### src/design/btnf_pkg.sv
// Shared types and constants of the boundary-tag next-fit allocator.
`default_nettype none
package btnf_pkg;

    localparam int ARENA_WORDS_DEF = 4096;
    localparam int WORD_BYTES_DEF  = 8;

    localparam int OP_W     = 2;
    localparam int BYTES_W  = 16;
    localparam int ADDR_W   = 13;
    localparam int STATUS_W = 3;
    localparam int GRANT_W  = 12;
    localparam int FREE_W   = 13;
    localparam int CFG_W    = 16;
    // command positions and word counts, wide enough for the largest arena
    localparam int POS_W    = 17;

    localparam logic [CFG_W-1:0] MAX_REQ_RESET = 16'd32768;

    typedef enum logic [OP_W-1:0] {
        OP_ALLOC = 2'd0,
        OP_PERM  = 2'd1,
        OP_FREE  = 2'd2,
        OP_NONE  = 2'd3
    } t_op;

    typedef logic [STATUS_W-1:0] t_status;
    localparam t_status ST_OK       = 3'd0;
    localparam t_status ST_BAD_SIZE = 3'd1;
    localparam t_status ST_NO_SPACE = 3'd2;
    localparam t_status ST_OUTSIDE  = 3'd3;
    localparam t_status ST_ILLEGAL  = 3'd4;
    localparam t_status ST_DBL_FREE = 3'd5;

    typedef enum logic [1:0] {
        K_DONE  = 2'd0,
        K_ALLOC = 2'd1,
        K_PERM  = 2'd2,
        K_FREE  = 2'd3
    } t_kind;

    typedef struct packed {
        t_kind             kind;
        t_status           status;
        logic [POS_W-1:0]  words;
        logic [POS_W-1:0]  pos;
    } t_cmd;

    typedef struct packed {
        t_status             status;
        logic [GRANT_W-1:0]  granted;
        logic [FREE_W-1:0]   free_words;
    } t_res;

endpackage
`default_nettype wire

### src/design/btnf_fifo.sv
// Small register queue used between the front, the back and the result port.
`default_nettype none
module btnf_fifo #(
    parameter int WIDTH = 8,
    parameter int DEPTH = 2
) (
    input  wire logic             i_clk,
    input  wire logic             i_rst_n,
    input  wire logic             i_push,
    input  wire logic [WIDTH-1:0] i_wdata,
    output logic                  o_full,
    input  wire logic             i_pop,
    output logic      [WIDTH-1:0] o_rdata,
    output logic                  o_empty
);
    localparam int PW = (DEPTH > 1) ? $clog2(DEPTH) : 1;
    localparam int CNTW = $clog2(DEPTH + 1);

    logic [WIDTH-1:0] r_mem [DEPTH];
    logic [PW-1:0]    r_wp, r_rp;
    logic [CNTW-1:0]  r_cnt;
    logic             do_push, do_pop;

    assign o_full  = (r_cnt == CNTW'(DEPTH));
    assign o_empty = (r_cnt == '0);
    assign o_rdata = r_mem[r_rp];
    assign do_push = i_push && !o_full;
    assign do_pop  = i_pop && !o_empty;

    always_ff @(posedge i_clk) begin
        if (!i_rst_n) begin
            r_wp  <= '0;
            r_rp  <= '0;
            r_cnt <= '0;
        end else begin
            if (do_push) begin
                r_wp <= (r_wp == PW'(DEPTH - 1)) ? '0 : r_wp + PW'(1);
            end
            if (do_pop) begin
                r_rp <= (r_rp == PW'(DEPTH - 1)) ? '0 : r_rp + PW'(1);
            end
            if (do_push && !do_pop) begin
                r_cnt <= r_cnt + CNTW'(1);
            end else if (do_pop && !do_push) begin
                r_cnt <= r_cnt - CNTW'(1);
            end
        end
    end

    always_ff @(posedge i_clk) begin
        if (do_push) begin
            r_mem[r_wp] <= i_wdata;
        end
    end
endmodule
`default_nettype wire

### src/design/btnf_front.sv
// Front end: size limit register, request classification, command queue.
`default_nettype none
module btnf_front
    import btnf_pkg::*;
#(
    parameter int ARENA_WORDS = ARENA_WORDS_DEF,
    parameter int WORD_BYTES  = WORD_BYTES_DEF
) (
    input  wire logic               i_clk,
    input  wire logic               i_rst_n,
    input  wire logic               i_hold,
    input  wire logic               i_push,
    output logic                    o_full,
    input  wire logic [OP_W-1:0]    i_operation,
    input  wire logic [BYTES_W-1:0] i_request_bytes,
    input  wire logic [ADDR_W-1:0]  i_free_address,
    input  wire logic               i_cfg_we,
    input  wire logic [CFG_W-1:0]   i_cfg_wdata,
    input  wire logic               i_cmd_pop,
    output logic                    o_cmd_valid,
    output t_cmd                    o_cmd
);
    // exact ceiling reciprocal for any request up to 17 bits
    localparam int  K     = 22;
    localparam int  RW    = K - 1;
    localparam longint RECIP = ((64'd1 << K) + WORD_BYTES - 1) / WORD_BYTES;
    localparam int  NW    = BYTES_W + 1;

    logic [CFG_W-1:0]   r_max_req;
    logic [NW-1:0]      rounded;
    logic [NW+RW-1:0]   prod;
    logic [POS_W-1:0]   words;
    t_cmd               cmd;
    logic               q_full, q_empty;

    always_ff @(posedge i_clk) begin
        if (!i_rst_n) begin
            r_max_req <= MAX_REQ_RESET;
        end else if (i_cfg_we) begin
            r_max_req <= i_cfg_wdata;
        end
    end

    assign rounded = {1'b0, i_request_bytes} + NW'(WORD_BYTES - 1);
    assign prod    = rounded * RW'(RECIP);
    assign words   = POS_W'(prod[NW+RW-1:K]) + POS_W'(1);

    always_comb begin
        cmd.kind   = K_DONE;
        cmd.status = ST_OK;
        cmd.words  = words;
        cmd.pos    = '0;
        unique case (t_op'(i_operation)) inside
            OP_ALLOC, OP_PERM: begin
                if (i_request_bytes == '0 || i_request_bytes > r_max_req) begin
                    cmd.status = ST_BAD_SIZE;
                end else begin
                    cmd.kind = (t_op'(i_operation) == OP_ALLOC) ? K_ALLOC : K_PERM;
                end
            end
            OP_FREE: begin
                if (32'(i_free_address) >= ARENA_WORDS) begin
                    cmd.status = ST_OUTSIDE;
                end else if (i_free_address == '0) begin
                    cmd.status = ST_ILLEGAL;
                end else begin
                    cmd.kind = K_FREE;
                    cmd.pos  = POS_W'(i_free_address) - POS_W'(1);
                end
            end
            default: begin
                cmd.status = ST_OK;
            end
        endcase
    end

    assign o_full      = q_full || i_hold;
    assign o_cmd_valid = !q_empty;

    btnf_fifo #(
        .WIDTH ($bits(t_cmd)),
        .DEPTH (2)
    ) u_cmd_q (
        .i_clk   (i_clk),
        .i_rst_n (i_rst_n),
        .i_push  (i_push && !o_full),
        .i_wdata (cmd),
        .o_full  (q_full),
        .i_pop   (i_cmd_pop),
        .o_rdata (o_cmd),
        .o_empty (q_empty)
    );
endmodule
`default_nettype wire

### config.mk
export PLATFORM = sky130hd
export DESIGN_NAME = btnf_front
export DESIGN_NICKNAME = d
export VERILOG_FILES = /design/src/design/btnf_pkg.sv /design/src/design/btnf_fifo.sv /design/src/design/btnf_front.sv
export SDC_FILE = /design/constraint.sdc
export NUM_CORES = 1
export LEC_CHECK = 0
export ABC_AREA = 1
export BUFFER_PORTS_ARGS = -buffer_cell sky130_fd_sc_hd__buf_2
export CORE_MARGIN = 2
export CORE_UTILIZATION = 40
export DETAILED_ROUTE_END_ITERATION = 8
export PLACE_DENSITY = 0.72
export SLEW_MARGIN = 20
export SYNTH_ARGS = -nofsm -noshare
export SYNTH_HDL_FRONTEND = slang
export SYNTH_SLANG_ARGS = --single-unit
### constraint.sdc
create_clock -name i_clk -period 3.9 [get_ports i_clk]
set_input_delay 0.195 -clock i_clk [delete_from_list [all_inputs] [get_ports i_clk]]
set_output_delay 0.195 -clock i_clk [all_outputs]
set_load 0.02 [all_outputs]
==> impl_metrics.json, run 1 <==
{
  "clockBufferDepth": 2,
  "insertion_delay_ps": 340,
  "wl_mm": 9.99,
  "r2r_start": "u_cmd_q.r_cnt[0]$_SDFFE_PN0P_",
  "row_count": 39,
  "finalCritPeriodShare": 0.511,
  "first_pass_iters": 4,
  "worstSetupPathType": "register to register",
  "n_antenna_cell": 0,
  "vias_per_cell": 4.91,
  "grt_pass1_vias": 3411,
  "met3_usage": 0.0321,
  "ant_nets": 0,
  "ys.flop_type": "edfxtp_1",
  "layoutNonFillerInstCount": 722,
  "cts_buffers": 9,
  "synth_seq_area_share": 0.515,
  "cts_root_buf": "clkbuf_16",
  "synth.avg_cell_area_um2": 9.94,
  "crit_buf_inv": 1,
  "clk_pin_slew_ps": 60,
  "start_util": 0.414,
  "synthesis.instances": 481,
  "hold_depth": 3,
  "cp_data_arrival_time_ps": 1960,
  "hold_path.class": "primary input to register",
  "ys_types": 39,
  "hpwl_mm": 7.47,
  "io_pins": 94,
  "drt_first_iter_violations": 143,
  "worstPathRequired_ps": 3860,
  "crit_path_end_kind": "register",
  "power_density_mw_per_mm2": 446,
  "cts_tree": "yes",
  "cts_hold_buf": 0,
  "rsz0062_at_grt": "false",
  "maxCapViolCount": 0,
  "placeableCoreArea_mm2": 0.0116,
  "critPathTopFamily": "simple AND/OR/NAND/NOR gates",
  "grt_max_degree": 35,
  "report.final.hold_viol_count": 0,
  "ys_warn_count": 0,
  "cts_resized": 0,
  "synth_seq_cells": 89,
  "whs_endpoint": "r_max_req[0]$_SDFFE_PN0P_",
  "grt_antenna_before_repair": 0,
  "grt.met1_usage": 0.182,
  "r2r_cells": 4,
  "dp_cells": 706,
  "cts.sinks": 89,
  "critPathMaxFanout": 34,
  "setup_tns_ps": 0,
  "die-area_mm2": 0.0128,
  "status": "complete, no violations",
  "worstPathCellList": "inv_1 > nand2_1 > nand3_1 > nor2_4",
  "critPathMaxStageDelay_ps": 850,
  "finClkSkew_ps": 5.38,
  "fillers": 1073,
  "met2_usage": 0.293,
  "final_cell_mix": "buf_2, nand2_1, edfxtp_1",
  "async_flop_share": 0,
  "max_slew.worst_pin.slew_ps": 1000,
  "path_depth": 4,
  "htreeDepth": 3,
  "max-slew-margin-rel": 0.331,
  "postLayoutCoreUtil": 0.489,
  "grt-ovfl-total": 0,
  "chipHeight_um": 113,
  "fin_nets": 646,
  "cp-start-kind": "register",
  "hp-start": "i_cfg_wdata[0]",
  "total_power_mw": 2.52,
  "grt-busiest-layer": "met2",
  "postCtsSetupRepairBufs": 0,
  "cp_slowest_cell": "nor2_4",
  "gp_congestion": 0.854,
  "grt_pass1_wl_mm": 16.0,
  "routedWlPerCell_um": 13.8,
  "r2r_slack_ps": 1910,
  "synth_area_mm2": 0.00478,
  "fin_crit_ps": 1990,
  "p_leak_nw": 2.43,
  "max_freq_mhz": 502,
  "worstReg2RegEnd": "u_cmd_q.r_mem[1][2]$_DFFE_PP_",
  "setup_viol": 0,
  "drc": 0,
  "final_common_cell": "buf_2",
  "track_usage": 0.159,
  "num_vias": 3546,
  "syn_to_final_growth_pct": 18.3,
  "die_x_um": 113,
  "ir_worst_vdd_mv": 0.205,
  "port-buffer-count": 91,
  "synth-edff-count": 68,
  "drive_above_1_share": 0.306,
  "drv_slew": 0
}
## sequential cells by signal (all words and copies together) (netlist names), named ones only
register / count
r_max_req: 16
u_cmd_q.r_cnt: 2
u_cmd_q.r_mem: 68
u_cmd_q.r_rp: 1
u_cmd_q.r_wp: 1
## per-layer routing
metal / wire (µm) / vias up / part of all wire
met4: 217 / 0 / 0.022
li1: - / 1815 / -
met5: 0 / - / 0
met2: 5210 / 69 / 0.52
met1: 4190 / 1646 / 0.42
met3: 372 / 16 / 0.037
## where the power goes
group          total [mW]  leakage (nW)  switching [mW]  internal, mW
logic               0.604          1.49           0.378         0.226
registers            1.11         0.813          0.0164          1.09
clock network       0.810         0.136           0.372         0.438
## per-stage QoR
stage	setup slack (ps)	hold WS [ps]	area (µm²)
4_1_cts	1860	82.6	5660
3_3_place_gp	1960	425	5380
2_1_floorplan	1450	306	4800
3_5_place_dp	1850	433	5380
5_1_grt	1720	87.9	5660
6_report	1910	80.2	5660
## kinds of logic (layout without fill, tap and decap cells)
| logic type | after synthesis | after routing | synth area share |
|---|---|---|---|
| simple gates | 189 | 189 | 0.197 |
| flops | 89 | 89 | 0.515 |
| buf+inv | 75 | 168 | 0.0641 |
| compound gates | 59 | 59 | 0.0657 |
| mux | 34 | 34 | 0.0801 |
| fa+ha+maj | 19 | 19 | 0.0497 |
| xor+xnor | 15 | 15 | 0.0275 |
| other cells | 1 | 6 | 0.000784 |
## worst max path at each step
stage                                              from                        endpoint
after global routing      u_cmd_q.r_cnt[0]$_SDFFE_PN0P_  u_cmd_q.r_mem[0][20]$_DFFE_PP_
after CTS                 u_cmd_q.r_cnt[0]$_SDFFE_PN0P_  u_cmd_q.r_mem[1][20]$_DFFE_PP_
after floorplan           u_cmd_q.r_cnt[0]$_SDFFE_PN0P_   u_cmd_q.r_mem[0][0]$_DFFE_PP_
after global placement                i_free_address[0]  u_cmd_q.r_mem[0][10]$_DFFE_PP_
after detailed placement  u_cmd_q.r_cnt[0]$_SDFFE_PN0P_  u_cmd_q.r_mem[0][22]$_DFFE_PP_
final                     u_cmd_q.r_cnt[0]$_SDFFE_PN0P_   u_cmd_q.r_mem[1][2]$_DFFE_PP_
## cell usage after synthesis (2+ instances only)
cell      instances  area share
ha_1             19       0.050
nand2_1          80       0.063
mux2_2           34       0.080
edfxtp_1         68        0.43
o21ai_2           2      0.0037
clkbuf_1          6      0.0047
dfxtp_1          21       0.088
xnor2_1           4      0.0073
nor3_1            4      0.0042
xor2_1           11       0.020
nand4_1           5      0.0065
o21ai_0          18       0.019
nand3_1          24       0.025
buf_4             6      0.0094
nand2_4           2      0.0047
inv_2             3      0.0024
nor2_2            2      0.0026
nor4_1            5      0.0065
nor2_1           41       0.032
nand2_2           9       0.012
nand3_2           4      0.0084
nor2_4            4      0.0094
o21ai_1           8      0.0084
nor3_2            3      0.0063
buf_2             2      0.0021
a21oi_1          28       0.029
inv_1            56       0.044
## final cells by class
cell class | count | area (µm²) | share of cell area
sequential | 89 | 2460 | 0.435
multi-input combinational | 322 | 2050 | 0.362
timing repair buffer | 92 | 463 | 0.0819
clock buffer | 9 | 225 | 0.0398
inverter | 60 | 225 | 0.0398
tap | 143 | 179 | 0.0316
clock inverter | 7 | 53.8 | 0.00951
## worst min-delay path, stage by stage
cell and delay (ps):
buf_2 80, nor2_1 40, nor2_1 80
Power figures use the tool's default switching activity.
==> run 2: changes to the inputs <==
clock period = 1.97 ns   (was 3.9 ns; I/O delays follow)
==> run 2 against run 1 <==
Count of clock-buffer cells in the layout rose by 1. Non-clock buffer count rose by 6. Clock skew barely moved. Wire length fell by 2.5%. Total power rose by 100%. Combinational power rose by 100%. Sequential share of layout area fell by 0.85 points.
==> impl_metrics.json, run 2 (synthesis gave the netlist of run 1 again) <==
{
  "status": "complete, no violations",
  "hpwl_mm": 7.32,
  "maxCapViolCount": 0,
  "postCtsSetupRepairBufs": 0,
  "syn_to_final_growth_pct": 20.6,
  "worstPathRequired_ps": 2060,
  "met2_usage": 0.270,
  "met3_usage": 0.0230,
  "die_x_um": 113,
  "cts_root_buf": "clkbuf_16",
  "fillers": 1049,
  "vias_per_cell": 4.88,
  "drc": 0,
  "rsz0062_at_grt": "false",
  "num_vias": 3549,
  "critPathMaxFanout": 3,
  "final_common_cell": "buf_2",
  "wl_mm": 9.74,
  "htreeDepth": 3,
  "cp-start-kind": "register",
  "grt_pass1_wl_mm": 15.9,
  "grt_antenna_before_repair": 0,
  "grt-ovfl-total": 0,
  "place_area_mm2": 0.00544,
  "gp_congestion": 0.933,
  "final_cell_mix": "buf_2, nand2_1, edfxtp_1",
  "die-area_mm2": 0.0128,
  "drt_first_iter_violations": 126,
  "insertion_delay_ps": 340,
  "cp_slowest_cell": "nor4_2",
  "postLayoutCoreUtil": 0.499,
  "max_slew.worst_pin.slew_ps": 723,
  "max_freq_mhz": 576,
  "pre_cts_ws_ps": 186,
  "grt_max_degree": 35,
  "hold_path.class": "primary input to register",
  "cts_buffers": 9,
  "routedWlPerCell_um": 13.4,
  "power_density_mw_per_mm2": 885,
  "io_pins": 94,
  "p_leak_nw": 2.47,
  "track_usage": 0.155,
  "finalCritPeriodShare": 0.881,
  "start_util": 0.414,
  "clockBufferDepth": 2,
  "total_power_mw": 5.11,
  "cts_tree": "yes",
  "top_register": "u_cmd_q.r_mem",
  "postLayoutCellArea_mm2": 0.00577,
  "critPathMaxStageDelay_ps": 320,
  "row_count": 39,
  "report.final.hold_viol_count": 0,
  "first_pass_iters": 4,
  "crit_top_cell": "nand2_1",
  "fin_crit_ps": 1740,
  "n_antenna_cell": 0,
  "clk_pin_slew_ps": 60,
  "crit_path_end_kind": "register",
  "drv_slew": 0,
  "top_regs": "u_cmd_q.r_mem: 68 flops, r_max_req: 16 flops, u_cmd_q.r_cnt: 2 flops",
  "worst_slack_ps": 235,
  "cts.sinks": 89,
  "worstPathCellList": "inv_1 > ha_1 > nand2_1 > nor4_2 > nand3_1 > nand2_1 > nand2_1 > nand2_1 > nand2_1",
  "grt-busiest-layer": "met2",
  "whs_ps": 17.8,
  "finClkSkew_ps": 5.18,
  "ir_worst_vdd_mv": 0.405,
  "port-buffer-count": 91,
  "largest_register_ffs": 68,
  "grt_pass1_vias": 3549,
  "cp_data_arrival_time_ps": 1830,
  "fin_nets": 652,
  "placeableCoreArea_mm2": 0.0116,
  "max-slew-margin-rel": 0.518,
  "ant_nets": 0,
  "setup_viol": 0,
  "drive_above_1_share": 0.311,
  "grt.met1_usage": 0.184,
  "chipHeight_um": 113,
  "worstSetupPathType": "register to register"
}
-- run 2: cell count changes in the layout (fill, tap and decap cells not counted), sizes merged --
cell and delta:
clkbuf +1, clkinv -2, clkinvlp +3, dlygate4sd3 +2
bufinv +1, inv -3, buf +4
-- run 2: final timing paths --
check,start,end,cells after the start,slack (ps)
worst max register to register,r_max_req[15]$_SDFFE_PN1P_,u_cmd_q.r_mem[0][32]$_DFFE_PP_,9,230
worst max-delay path,r_max_req[15]$_SDFFE_PN1P_,u_cmd_q.r_mem[0][32]$_DFFE_PP_,9,230
worst min register to register,r_max_req[9]$_SDFFE_PN0P_,r_max_req[9]$_SDFFE_PN0P_,2,460
worst min-delay path,i_cfg_we,r_max_req[15]$_SDFFE_PN1P_,2,20
-- run 2: cell type report --
type | instances | area (µm²) | share of cell area
clock buffers | 10 | 229 | 0.0397
well taps | 143 | 179 | 0.0310
multi-input cells | 322 | 2050 | 0.356
clock inverters | 6 | 68.8 | 0.0119
flip-flops and latches | 89 | 2460 | 0.427
repair buffers | 98 | 551 | 0.0954
inverters | 60 | 225 | 0.0390
-- run 2: critical path: cells and delay by family (launching register included) --
family / cells / cell delay [ps]
buffers and inverters: 1 / 50
adder cells (fa/ha/maj): 1 / 290
flip-flops: 1 / 310
AND/OR/NAND/NOR: 7 / 850
-- run 2: stage by stage --
stage | TNS, ps | std cells
finish | 0 | 728
floorplan | -32490 | 486
CTS | 0 | 728
detailed placement | 0 | 710
global placement | 0 | 710
global route | 0 | 728
-- run 2: metal layers --
metal / wire length (µm) / vias to the layer above
li1: - / 1827
met1: 4330 / 1620
met2: 4790 / 75
met3: 300 / 27
met4: 318 / 0
met5: 0 / -
-- run 2: repair_timing --
action                                  CTS  global route
resized for setup                         0             1
hold endpoints to repair                  2             0
endpoints found under the setup margin    0             1
hold buffers                              2             0
-- run 2: where the power goes --
part	total (mW)	internal (mW)	switching, mW
logic	1.23	0.483	0.748
clock network	1.68	0.984	0.697
registers	2.20	2.16	0.0343
total	5.11	3.63	1.48
