File: src/design/btnf_fifo.sv
// Small register queue used between the front, the back and the result port.
`default_nettype none
module btnf_fifo #(
    parameter int WIDTH = 8,
    parameter int DEPTH = 2
) (
    input  wire logic             i_clk,
    input  wire logic             i_rst_n,
    input  wire logic             i_push,
    input  wire logic [WIDTH-1:0] i_wdata,
    output logic                  o_full,
    input  wire logic             i_pop,
    output logic      [WIDTH-1:0] o_rdata,
    output logic                  o_empty
);
    localparam int PW = (DEPTH > 1) ? $clog2(DEPTH) : 1;
    localparam int CNTW = $clog2(DEPTH + 1);

    logic [WIDTH-1:0] r_mem [DEPTH];
    logic [PW-1:0]    r_wp, r_rp;
    logic [CNTW-1:0]  r_cnt;
    logic             do_push, do_pop;

    assign o_full  = (r_cnt == CNTW'(DEPTH));
    assign o_empty = (r_cnt == '0);
    assign o_rdata = r_mem[r_rp];
    assign do_push = i_push && !o_full;
    assign do_pop  = i_pop && !o_empty;

    always_ff @(posedge i_clk) begin
        if (!i_rst_n) begin
            r_wp  <= '0;
            r_rp  <= '0;
            r_cnt <= '0;
        end else begin
            if (do_push) begin
                r_wp <= (r_wp == PW'(DEPTH - 1)) ? '0 : r_wp + PW'(1);
            end
            if (do_pop) begin
                r_rp <= (r_rp == PW'(DEPTH - 1)) ? '0 : r_rp + PW'(1);
            end
            if (do_push && !do_pop) begin
                r_cnt <= r_cnt + CNTW'(1);
            end else if (do_pop && !do_push) begin
                r_cnt <= r_cnt - CNTW'(1);
            end
        end
    end

    always_ff @(posedge i_clk) begin
        if (do_push) begin
            r_mem[r_wp] <= i_wdata;
        end
    end
endmodule
`default_nettype wire

File: config.mk
export PLATFORM = sky130hd
export DESIGN_NAME = btnf_fifo
export DESIGN_NICKNAME = d
export VERILOG_FILES = /design/src/design/btnf_fifo.sv
export SDC_FILE = /design/constraint.sdc
export NUM_CORES = 1
export LEC_CHECK = 0
export BUFFER_PORTS_ARGS = -buffer_cell sky130_fd_sc_hd__buf_2
export CORE_UTILIZATION = 52
export DETAILED_ROUTE_END_ITERATION = 8
export PLACE_DENSITY = 0.82
export SYNTH_ARGS = -nofsm -noshare
export SYNTH_HDL_FRONTEND = slang
export SYNTH_SLANG_ARGS = --single-unit
File: constraint.sdc
create_clock -name i_clk -period 2.2 [get_ports i_clk]
set_input_delay 0.11 -clock i_clk [delete_from_list [all_inputs] [get_ports i_clk]]
set_output_delay 0.11 -clock i_clk [all_outputs]
set_load 0.1 [all_outputs]
==> results of run 1 <==
## final timing paths
| path | to | slack, ns |
|---|---|---|
| hold reg to reg | r_cnt[1]$_SDFFE_PN0P_ | 0.54 |
| hold / removal | r_wp$_SDFFE_PN0N_ | 0.06 |
| setup / recovery | o_rdata[2] | 0.58 |
| setup reg to reg | r_cnt[1]$_SDFFE_PN0P_ | 0.61 |
## placed cells by master, fill, tap and decap left out
cell,n
mux2_2,8
nor2_1,2
ha_1,1
clkbuf_1,1
and3_1,1
a21boi_0,1
buf_2,21
and2_1,3
dfxtp_1,5
xor2_1,1
inv_2,1
or3_1,1
dlygate4sd3_1,8
o21a_1,1
nor3_2,1
o21ai_1,1
nand2b_1,1
a21boi_1,1
o21ai_0,1
xnor2_1,2
edfxtp_1,16
clkbuf_4,3
inv_1,1
## per-stage QoR
step | instance area (µm²) | hold WS (ns)
floorplan | 810 | 0.209
global placement | 928 | 0.299
detailed placement | 928 | 0.304
CTS | 1010 | 0.000756
global route | 1030 | 0.0582
finish | 1030 | 0.0597
## layout make-up
cell class,count,share of cell area (%)
tap,15,1.81
multi-input combinational,26,20.9
sequential,21,56.1
clock buffer,4,2.54
timing repair buffer,29,17.9
inverter,2,0.726
## kinds of logic after synthesis
| family | Yosys count | share of synthesized area [%] |
|---|---|---|
| xor gates and xnor gates | 3 | 3.25 |
| adders and majority gates | 1 | 1.55 |
| muxes | 8 | 11.1 |
| and+or+nand+nor | 9 | 6.80 |
| DFF | 21 | 71.7 |
| AOI/OAI and AO/OA | 5 | 4.02 |
| buffers and inverters | 3 | 1.54 |
## what timing repair did
item,4_1_cts,5_1_grt
buffers inserted,0,0
hold endpoints to repair,12,3
hold buffers,6,2
## flip-flops by register name (all words and copies together), names as in the netlist, named ones only
register	flops
r_cnt	2
r_rp	1
r_wp	1
r_mem	16
## per-layer routing
layer / wire length, µm / track usage (%) / up-vias / share of wire, %
met5: 0 / 0 / - / 0
met4: 25 / 10.3 / 0 / 1.9
met3: 53 / 4.78 / 4 / 4.0
met2: 642 / 26.6 / 14 / 48
met1: 611 / 22.1 / 238 / 46
li1: - / - / 247 / -
==> impl_results.md, run 1 <==
* Vias per cell at 5.19
* Mapped Nets at 63
* RSZ-0062 raised after global routing: false
* Rows at 13
* CP bufs+invs at 1
* Worst Slack Setup Final at 0.583 ns
* Vias in the first global route at 519
* Largest net degree at the start of global routing at 12
* Final design utilization at 75.7%
* Setup-failing EPs final at 0
* Tmin final at 1.62 ns
* Area occupied by registers at 581 µm²
* Post-DP HPWL at 925 µm
* IO Port Bufs at 21
* Slew at the pin closest to its max-slew limit at 0.690 ns
* Cell breakdown of the critical path: mux2_2, buf_2
* Sequential element share of the synthesized area at 71.7%
* Ys flop type: edfxtp_1
* Levels on crit path at 2
* IO Count at 22
* Placed Cells at 85
* Die width at 41.5 µm
* Fin cells at 97
* Final hold vios at 0
* CTS tree: yes
* Grt ovf at 0
* Clock skew at 0.00769 ns
* Max cap viols at 0
* Startpoint Class: register
* DRT iter0 DRCs at 4
* Crit. End Element: primary output
* Hold_sp: i_rst_n
* Fill cells at 97
* Root buffer cell: clkbuf_4
* CP arrival at 1.51 ns
* Slew Viols, Final at 0
* Clock buffer count from CTS at 3
* Ys async rst share at 0%
* Yosys warns at 0
* First-pass GRT wire length at 2180 µm
* Routed Antenna Nets at 0
* Mapped Area at 810 µm²
* Worst Hold Class: in2reg
* Final Cycle Share at 73.5%
* EDFF count, synth at 16
* Die Y at 41.5 µm
* Synthesized netlist cell count at 50
* Placer Congestion at 0.778
* Antenna violations before repair at 0
* Most frequent cell after synthesis: edfxtp_1
* Cell depth of the worst hold path at 2
* Initial Util at 59.2%
* Fmax at 618 MHz
* Crit path kind: reg2out
* Synth top cells by count: edfxtp_1, mux2_2, dfxtp_1, and2_1
* CP max stage delay at 0.54 ns
* Total core area at 1370 µm²
* P&R area growth vs syn at 27.8%
* Clk buf depth at 2
* Final #Nets at 96
* DIE AREA at 1720 µm²
* Area occupied by multi-input gates at 216 µm²
* Gr usage total at 17.4%
* Routed wire length at 1330 µm
* Worst relative slew slack at 53.8%
* Syn avg cell area at 16.2 µm²
* H-tree depth at 1
* Share of cells above drive strength 1 at 41.5%
* Worst slack, placed at 0.639 ns
* Via count at 503
* Clock Sinks at 21
* Clk_lat worst skew at 0.30 ns
* Leading area contributor after synthesis: edfxtp_1
* Critical-path top delay cell: dfxtp_1
* Worst EP required at 2.09 ns
* FF+latch count, synth at 21
* Synth area leaders: edfxtp_1, dfxtp_1, mux2_2
* R2R cell count at 6
* Wirelength per Cell at 13.7 µm
* Post-CTS sizing at 0
* Setup TNS at 0 ns
* Share of the synthesized area in the top cell type at 59.4%
* DRC Markers at 0
* Outcome: finished, final reports clean
* Crit Path Max Fanout at 8
* Diode count at 0
* Worst r2r src: r_cnt[0]$_SDFFE_PN0P_
* CP top delay family: flip-flops
* Unique masters post-synth at 20
* Clock slew at reported path FFs at 0.11 ns
* Drt first pass iters at 2
Power of run 1 is left out: the tool's default activity adds up to more than one toggle a clock period on the data nets, which glitch-free logic cannot reach.
==> inputs of run 2 (changes only) <==
--- a/config.mk
+++ b/config.mk
@@ -5,10 +5,11 @@
 export SDC_FILE = /design/constraint.sdc
 export NUM_CORES = 1
 export LEC_CHECK = 0
+export ABC_AREA = 1
 export BUFFER_PORTS_ARGS = -buffer_cell sky130_fd_sc_hd__buf_2
-export CORE_UTILIZATION = 52
+export CORE_UTILIZATION = 44
 export DETAILED_ROUTE_END_ITERATION = 8
-export PLACE_DENSITY = 0.82
+export PLACE_DENSITY = 0.74
 export SYNTH_ARGS = -nofsm -noshare
 export SYNTH_HDL_FRONTEND = slang
 export SYNTH_SLANG_ARGS = --single-unit
==> constraint.sdc (replaced) <==
create_clock -name i_clk -period 1.35 [get_ports i_clk]
set_input_delay 0.0675 -clock i_clk [delete_from_list [all_inputs] [get_ports i_clk]]
set_output_delay 0.0675 -clock i_clk [all_outputs]
set_load 0.1 [all_outputs]
==> run 2 against run 1 <==
Against the previous run:
- the flow now finishes with violations (negative setup slack)
- wire length grew 18%
- register-to-register slack worse by 0.54 ns
- largest cell class unchanged
- worst setup slack worse by 0.59 ns
==> impl_results.md, run 2 <==
* R2R cell count at 9
* RSZ-0062 raised after global routing: true
* Cell depth of the worst hold path at 3
* Worst Slack Setup Final at -0.00957 ns
* Largest registers: r_mem: 16 flops, r_cnt: 2 flops
* Failing checks: negative setup slack
* Clock slew at reported path FFs at 0.11 ns
* Power Dens Cells at 2280 nW/µm²
* Ys flop type: edfxtp_1
* Die width at 45.3 µm
* Leading area contributor after synthesis: edfxtp_1
* Fmax at 736 MHz
* Largest register FFs at 16
* Drt first pass iters at 3
* Max cap viols at 0
* Ys async rst share at 0%
* DRC Markers at 0
* Setup-failing EPs final at 2
* Gr usage total at 16.3%
* Most frequent cells in the layout: edfxtp_1, buf_2, nor2_1, dlygate4sd3_1
* Worst EP required at 1.28 ns
* Crit Path Max Fanout at 8
* Slew Viols, Final at 0
* Synth area leaders: edfxtp_1, dfxtp_1, mux2_2
* Final hold vios at 0
* P&R area growth vs syn at 51.4%
* Most frequent cell after synthesis: edfxtp_1
* Total core area at 1750 µm²
* Startpoint Class: register
* Clock skew at 0.00760 ns
* Worst Hold Class: in2reg
* Hold_sp: i_rst_n
* Pleak at 0.515 nW
* IO Count at 22
* Antenna violations before repair at 0
* Mapped Area at 823 µm²
* Unique masters post-synth at 15
* Syn avg cell area at 13.1 µm²
* Routed wire length at 1570 µm
* CP arrival at 1.29 ns
* Crit. End Element: primary output
* Clock Sinks at 21
* Die Y at 45.3 µm
* Routed Antenna Nets at 0
* CTS tree: yes
* Max IR drop VDD at 1440 µV
* Worst relative slew slack at 80.1%
* Root buffer cell: clkbuf_4
* Final design utilization at 71.4%
* Yosys warns at 0
* Slew at the pin closest to its max-slew limit at 0.301 ns
* Sequential element share of the synthesized area at 70.5%
* Placer Congestion at 0.715
* Worst R2R Setup Slack at 0.07 ns
* Placed Cells at 112
* Outcome: finished with violations
* Commonest non-fill, non-tap cell in the layout: edfxtp_1
* Tmin final at 1.36 ns
* Vias in the first global route at 539
* Rows at 15
* Worst Hold End: r_cnt[1]$_SDFFE_PN0P_
* DRT iter0 DRCs at 22
* Largest net degree at the start of global routing at 13
* Final #Nets at 113
* Setup TNS at -0.0135 ns
* Share of cells above drive strength 1 at 48.5%
* Mapped Nets at 76
* FF-to-FF End: r_cnt[1]$_SDFFE_PN0P_
* Crit path kind: reg2out
* Clock buffer count from CTS at 3
* Biggest register: r_mem
* Worst r2r src: r_cnt[1]$_SDFFE_PN0P_
* Synthesized netlist cell count at 63
* Diode count at 0
* Wirelength per Cell at 12.7 µm
* Clk buf depth at 2
* H-tree depth at 1
* Via count at 568
* Synth top cells by count: edfxtp_1, nor2_1, inv_1, mux2_2, nand2_1
* Clk_lat worst skew at 0.29 ns
* FF+latch count, synth at 21
* Fin cells at 124
* Share of the synthesized area in the top cell type at 58.4%
* IO Port Bufs at 21
* Initial Util at 47.2%
* Post-DP HPWL at 978 µm
* DIE AREA at 2050 µm²
* Final Cycle Share at 101%
* Grt ovf at 0
* Vias per cell at 4.58
* First-pass GRT wire length at 2210 µm
* EDFF count, synth at 16
run 2: changes by cell type in the layout (fill, tap and decap cells not counted), moves of 5 or more:
cell / change
inv_1: +5
buf_12: +5
nor2_1: +6
buf_2: -10
nand2_1: +6
run 2: metrics by stage:
step | setup WS, ns | hold WS [ns] | instance area (µm²) | total power [mW]
floorplan | -0.260 | 0.166 | 835 | 2.00
global placement | 0.0440 | 0.256 | 1010 | 2.24
detailed placement | -0.0548 | 0.259 | 1010 | 2.27
CTS | -0.00447 | 0.0147 | 1190 | 2.73
global route | -0.0575 | 0.00613 | 1250 | 2.97
finish | -0.00957 | 0.0209 | 1250 | 2.84
run 2: logic make-up (layout without fill, tap and decap cells):
| logic type | Yosys count | after routing | synth area share (%) |
|---|---|---|---|
| and+or+nand+nor | 19 | 19 | 9.42 |
| DFF | 21 | 21 | 70.5 |
| muxes | 8 | 8 | 10.9 |
| buffers and inverters | 10 | 46 | 4.71 |
| adders and majority gates | 1 | 1 | 1.52 |
| AOI/OAI and AO/OA | 4 | 4 | 2.89 |
run 2: cell type report:
| class | count | area [µm²] |
|---|---|---|
| Sequential cell | 21 | 589 |
| Fill cell | 131 | 499 |
| Timing Repair Buffer | 33 | 318 |
| Multi-Input combinational cell | 32 | 246 |
| Inverter | 9 | 33.8 |
| Tap cell | 25 | 31.3 |
| Clock buffer | 3 | 22.5 |
| Clock inverter | 1 | 5.00 |
run 2: repair_timing:
action / in CTS / in global routing
resized for setup: 22 / 15
gates cloned: 0 / 0
setup buffers: 0 / 0
endpoints found under the hold margin: 16 / 0
pin swaps: 0 / 0
hold buffers: 8 / 0
endpoints found under the setup margin: 9 / 10
run 2: metal layers:
layer	up-vias	GRT usage, %	routed length (µm)
met4	0	9.09	14
met3	2	5.20	54
li1	286	-	-
met2	14	30.1	878
met1	266	15.7	621
met5	-	0	0
run 2: worst max-delay path: stages (launching register included):
cell	delay [ns]
dfxtp_4	0.44
mux2_2	0.37
buf_6	0.19
run 2: where the power goes:
part | total [mW] | switching, mW | internal (mW)
logic | 1.61 | 1.07 | 0.539
registers | 0.945 | 0.104 | 0.841
clock network | 0.282 | 0.172 | 0.110
total | 2.84 | 1.35 | 1.49
run 2: worst max-delay path by stage:
stage                                      from                    end  slack [ns]  depth (start not counted)
final                                  register             o_rdata[7]       -0.01                          2
after global routing                   register             o_rdata[7]       -0.06                          2
after CTS                              register             o_rdata[1]      -0.004                          2
after detailed placement  r_cnt[1]$_SDFFE_PN0P_  r_cnt[1]$_SDFFE_PN0P_       -0.05                          9
after global placement    r_cnt[1]$_SDFFE_PN0P_  r_cnt[1]$_SDFFE_PN0P_        0.04                          9
after floorplan           r_cnt[0]$_SDFFE_PN0P_  r_cnt[1]$_SDFFE_PN0P_       -0.26                          9
(Power assumes the default switching activity.)
==> inputs of run 3 (changes only) <==
--- a/config.mk
+++ b/config.mk
@@ -13,3 +13,4 @@
 export SYNTH_ARGS = -nofsm -noshare
 export SYNTH_HDL_FRONTEND = slang
 export SYNTH_SLANG_ARGS = --single-unit
+export TNS_END_PERCENT = 10
==> run 3 against run 2 <==
Against the previous run:
- the flow now finishes without violations
- final cell count rose by 2.4%
- first-iteration DRC count fell by 82%
- sequential power fell by 2.4%
- combinational power fell by 4%
- total power fell by 2.6%
- clock power rose by 5%
- count of clock-buffer cells in the layout did not move
- design area fell by 2.2%
- clock skew rose by 0.0040 ns
- worst setup slack improved by 0.010 ns
- maximum frequency rose by 0.77%
- die area did not move
- critical path type unchanged
- largest cell class unchanged
- highest routed layer unchanged
==> impl_results.md, run 3 (synthesis results as in run 2) <==
* Outcome: finished, final reports clean
* Placed Cells at 114
* Share of cells above drive strength 1 at 49.0%
* Die Y at 45.3 µm
* DIE AREA at 2050 µm²
* Clk buf depth at 2
* Worst Slack Setup Final at 0.000839 ns
* Startpoint Class: register
* Post-DP HPWL at 979 µm
* FF-to-FF End: r_mem[0][5]$_DFFE_PP_
* Diode count at 0
* Worst EP required at 1.28 ns
* Final #Nets at 116
* Clock slew at reported path FFs at 0.12 ns
* Die width at 45.3 µm
* Crit. End Element: primary output
* Clock Sinks at 21
* DRT iter0 DRCs at 4
* Pleak at 0.505 nW
* Slew Viols, Final at 0
* Total core area at 1750 µm²
* Hold_sp: i_rst_n
* Metal2 WL at 849 µm
* Most frequent cells in the layout: edfxtp_1, buf_2
* Grt ovf at 0
* Fill cells at 134
* Final instance area at 1220 µm²
* Via count at 569
* R2R cell count at 6
* Placer Congestion at 0.669
* Setup TNS at 0 ns
* Max cap viols at 0
* Slew at the pin closest to its max-slew limit at 0.482 ns
* DRC Markers at 0
* P&R area growth vs syn at 48.0%
* Biggest register: r_mem
* NetSw at 1.33 mW
* Clock skew at 0.0116 ns
* Worst r2r src: r_cnt[1]$_SDFFE_PN0P_
* CP arrival at 1.28 ns
* Final design utilization at 69.8%
* Post-DP Area at 1020 µm²
* IO Port Bufs at 21
* Crit path kind: reg2out
* Max IR drop VDD at 1730 µV
* H-tree depth at 1
* Setup-failing EPs final at 0
* Worst relative slew slack at 68.1%
* Worst Hold Class: in2reg
* Drt first pass iters at 4
* Wirelength per Cell at 12.0 µm
* Initial Util at 47.2%
* Final hold vios at 0
* First-pass GRT wire length at 2080 µm
* Largest net degree at the start of global routing at 13
* Final Cycle Share at 99.9%
* Commonest non-fill, non-tap cell in the layout: edfxtp_1
* Fmax at 741 MHz
* Power Dens Cells at 2270 nW/µm²
* Rows at 15
* Gr usage total at 15.1%
* Crit Path Max Fanout at 8
* Vias in the first global route at 532
* Vias per cell at 4.48
* Post-route total power at 2.76 mW
* Routed Antenna Nets at 0
* Root buffer cell: clkbuf_4
* Fin cells at 127
* Tmin final at 1.35 ns
* Clk_lat worst skew at 0.30 ns
* Largest register FFs at 16
* Internal at 1.43 mW
* DR WL met3 at 48 µm
* Sw Share at 48.1%
* IO Count at 22
* RSZ-0062 raised after global routing: true
* Worst R2R Setup Slack at 0.05 ns
* Hold slack at 0.00408 ns
* CTS tree: yes
* Top routing layer in use: met4
* Clk pwr share at 10.7%
* Combinational power share at 56.0%
* Worst slack, placed at -0.00452 ns
* Flop pwr share at 33.3%
* Antenna violations before repair at 0
* Routed wire length at 1520 µm
* M1 wire length at 597 µm
* Worst Hold End: r_cnt[1]$_SDFFE_PN0P_
* Largest registers: r_mem: 16 flops, r_cnt: 2 flops
* Clock buffer count from CTS at 3
* Cell depth of the worst hold path at 3
## run 3: critical path: stages, from the launching register on
cell	delay, ns
dfxtp_4	0.43
mux2_2	0.36
buf_6	0.19
## run 3: routing by layer
| layer | up-vias | GRT usage [%] |
|---|---|---|
| li1 | 290 | - |
| met1 | 264 | 14.2 |
| met2 | 13 | 28.1 |
| met3 | 2 | 3.60 |
| met4 | 0 | 10.9 |
| met5 | - | 0 |
## run 3: worst max-delay path by stage
stage / from / end / cells past startpoint
floorplan: r_cnt[0]$_SDFFE_PN0P_ / r_cnt[1]$_SDFFE_PN0P_ / 9
global placement: r_cnt[0]$_SDFFE_PN0P_ / r_cnt[1]$_SDFFE_PN0P_ / 9
detailed placement: r_cnt[0]$_SDFFE_PN0P_ / r_cnt[1]$_SDFFE_PN0P_ / 9
CTS: register / o_rdata[0] / 2
global route: r_cnt[1]$_SDFFE_PN0P_ / r_cnt[1]$_SDFFE_PN0P_ / 9
finish: register / o_rdata[1] / 2
## run 3: cell type report
class                   instances  area [µm²]  area share, %
multi-input cells              32         229           18.8
well taps                      25        31.3           2.57
clock buffers                   3        22.5           1.85
repair buffers                 36         310           25.5
inverters                       9        33.8           2.77
flip-flops and latches         21         587           48.2
clock inverters                 1        5.00          0.411
## run 3: power by group through the flow
| stage | clock network, mW | logic, mW | registers [mW] |
|---|---|---|---|
| floorplan | 0 | 1.10 | 0.896 |
| global placement | 0 | 1.35 | 0.919 |
| detailed placement | 0 | 1.37 | 0.927 |
| CTS | 0.301 | 1.49 | 0.922 |
| global route | 0.323 | 1.62 | 0.934 |
| finish | 0.296 | 1.55 | 0.922 |
## run 3: what timing repair did
action | in CTS | in global routing
hold endpoints to repair | 16 | 0
buffers inserted | 0 | 1
hold buffers | 8 | 0
resized for setup | 20 | 4
pin swaps | 0 | 1
endpoints found under the setup margin | 9 | 10
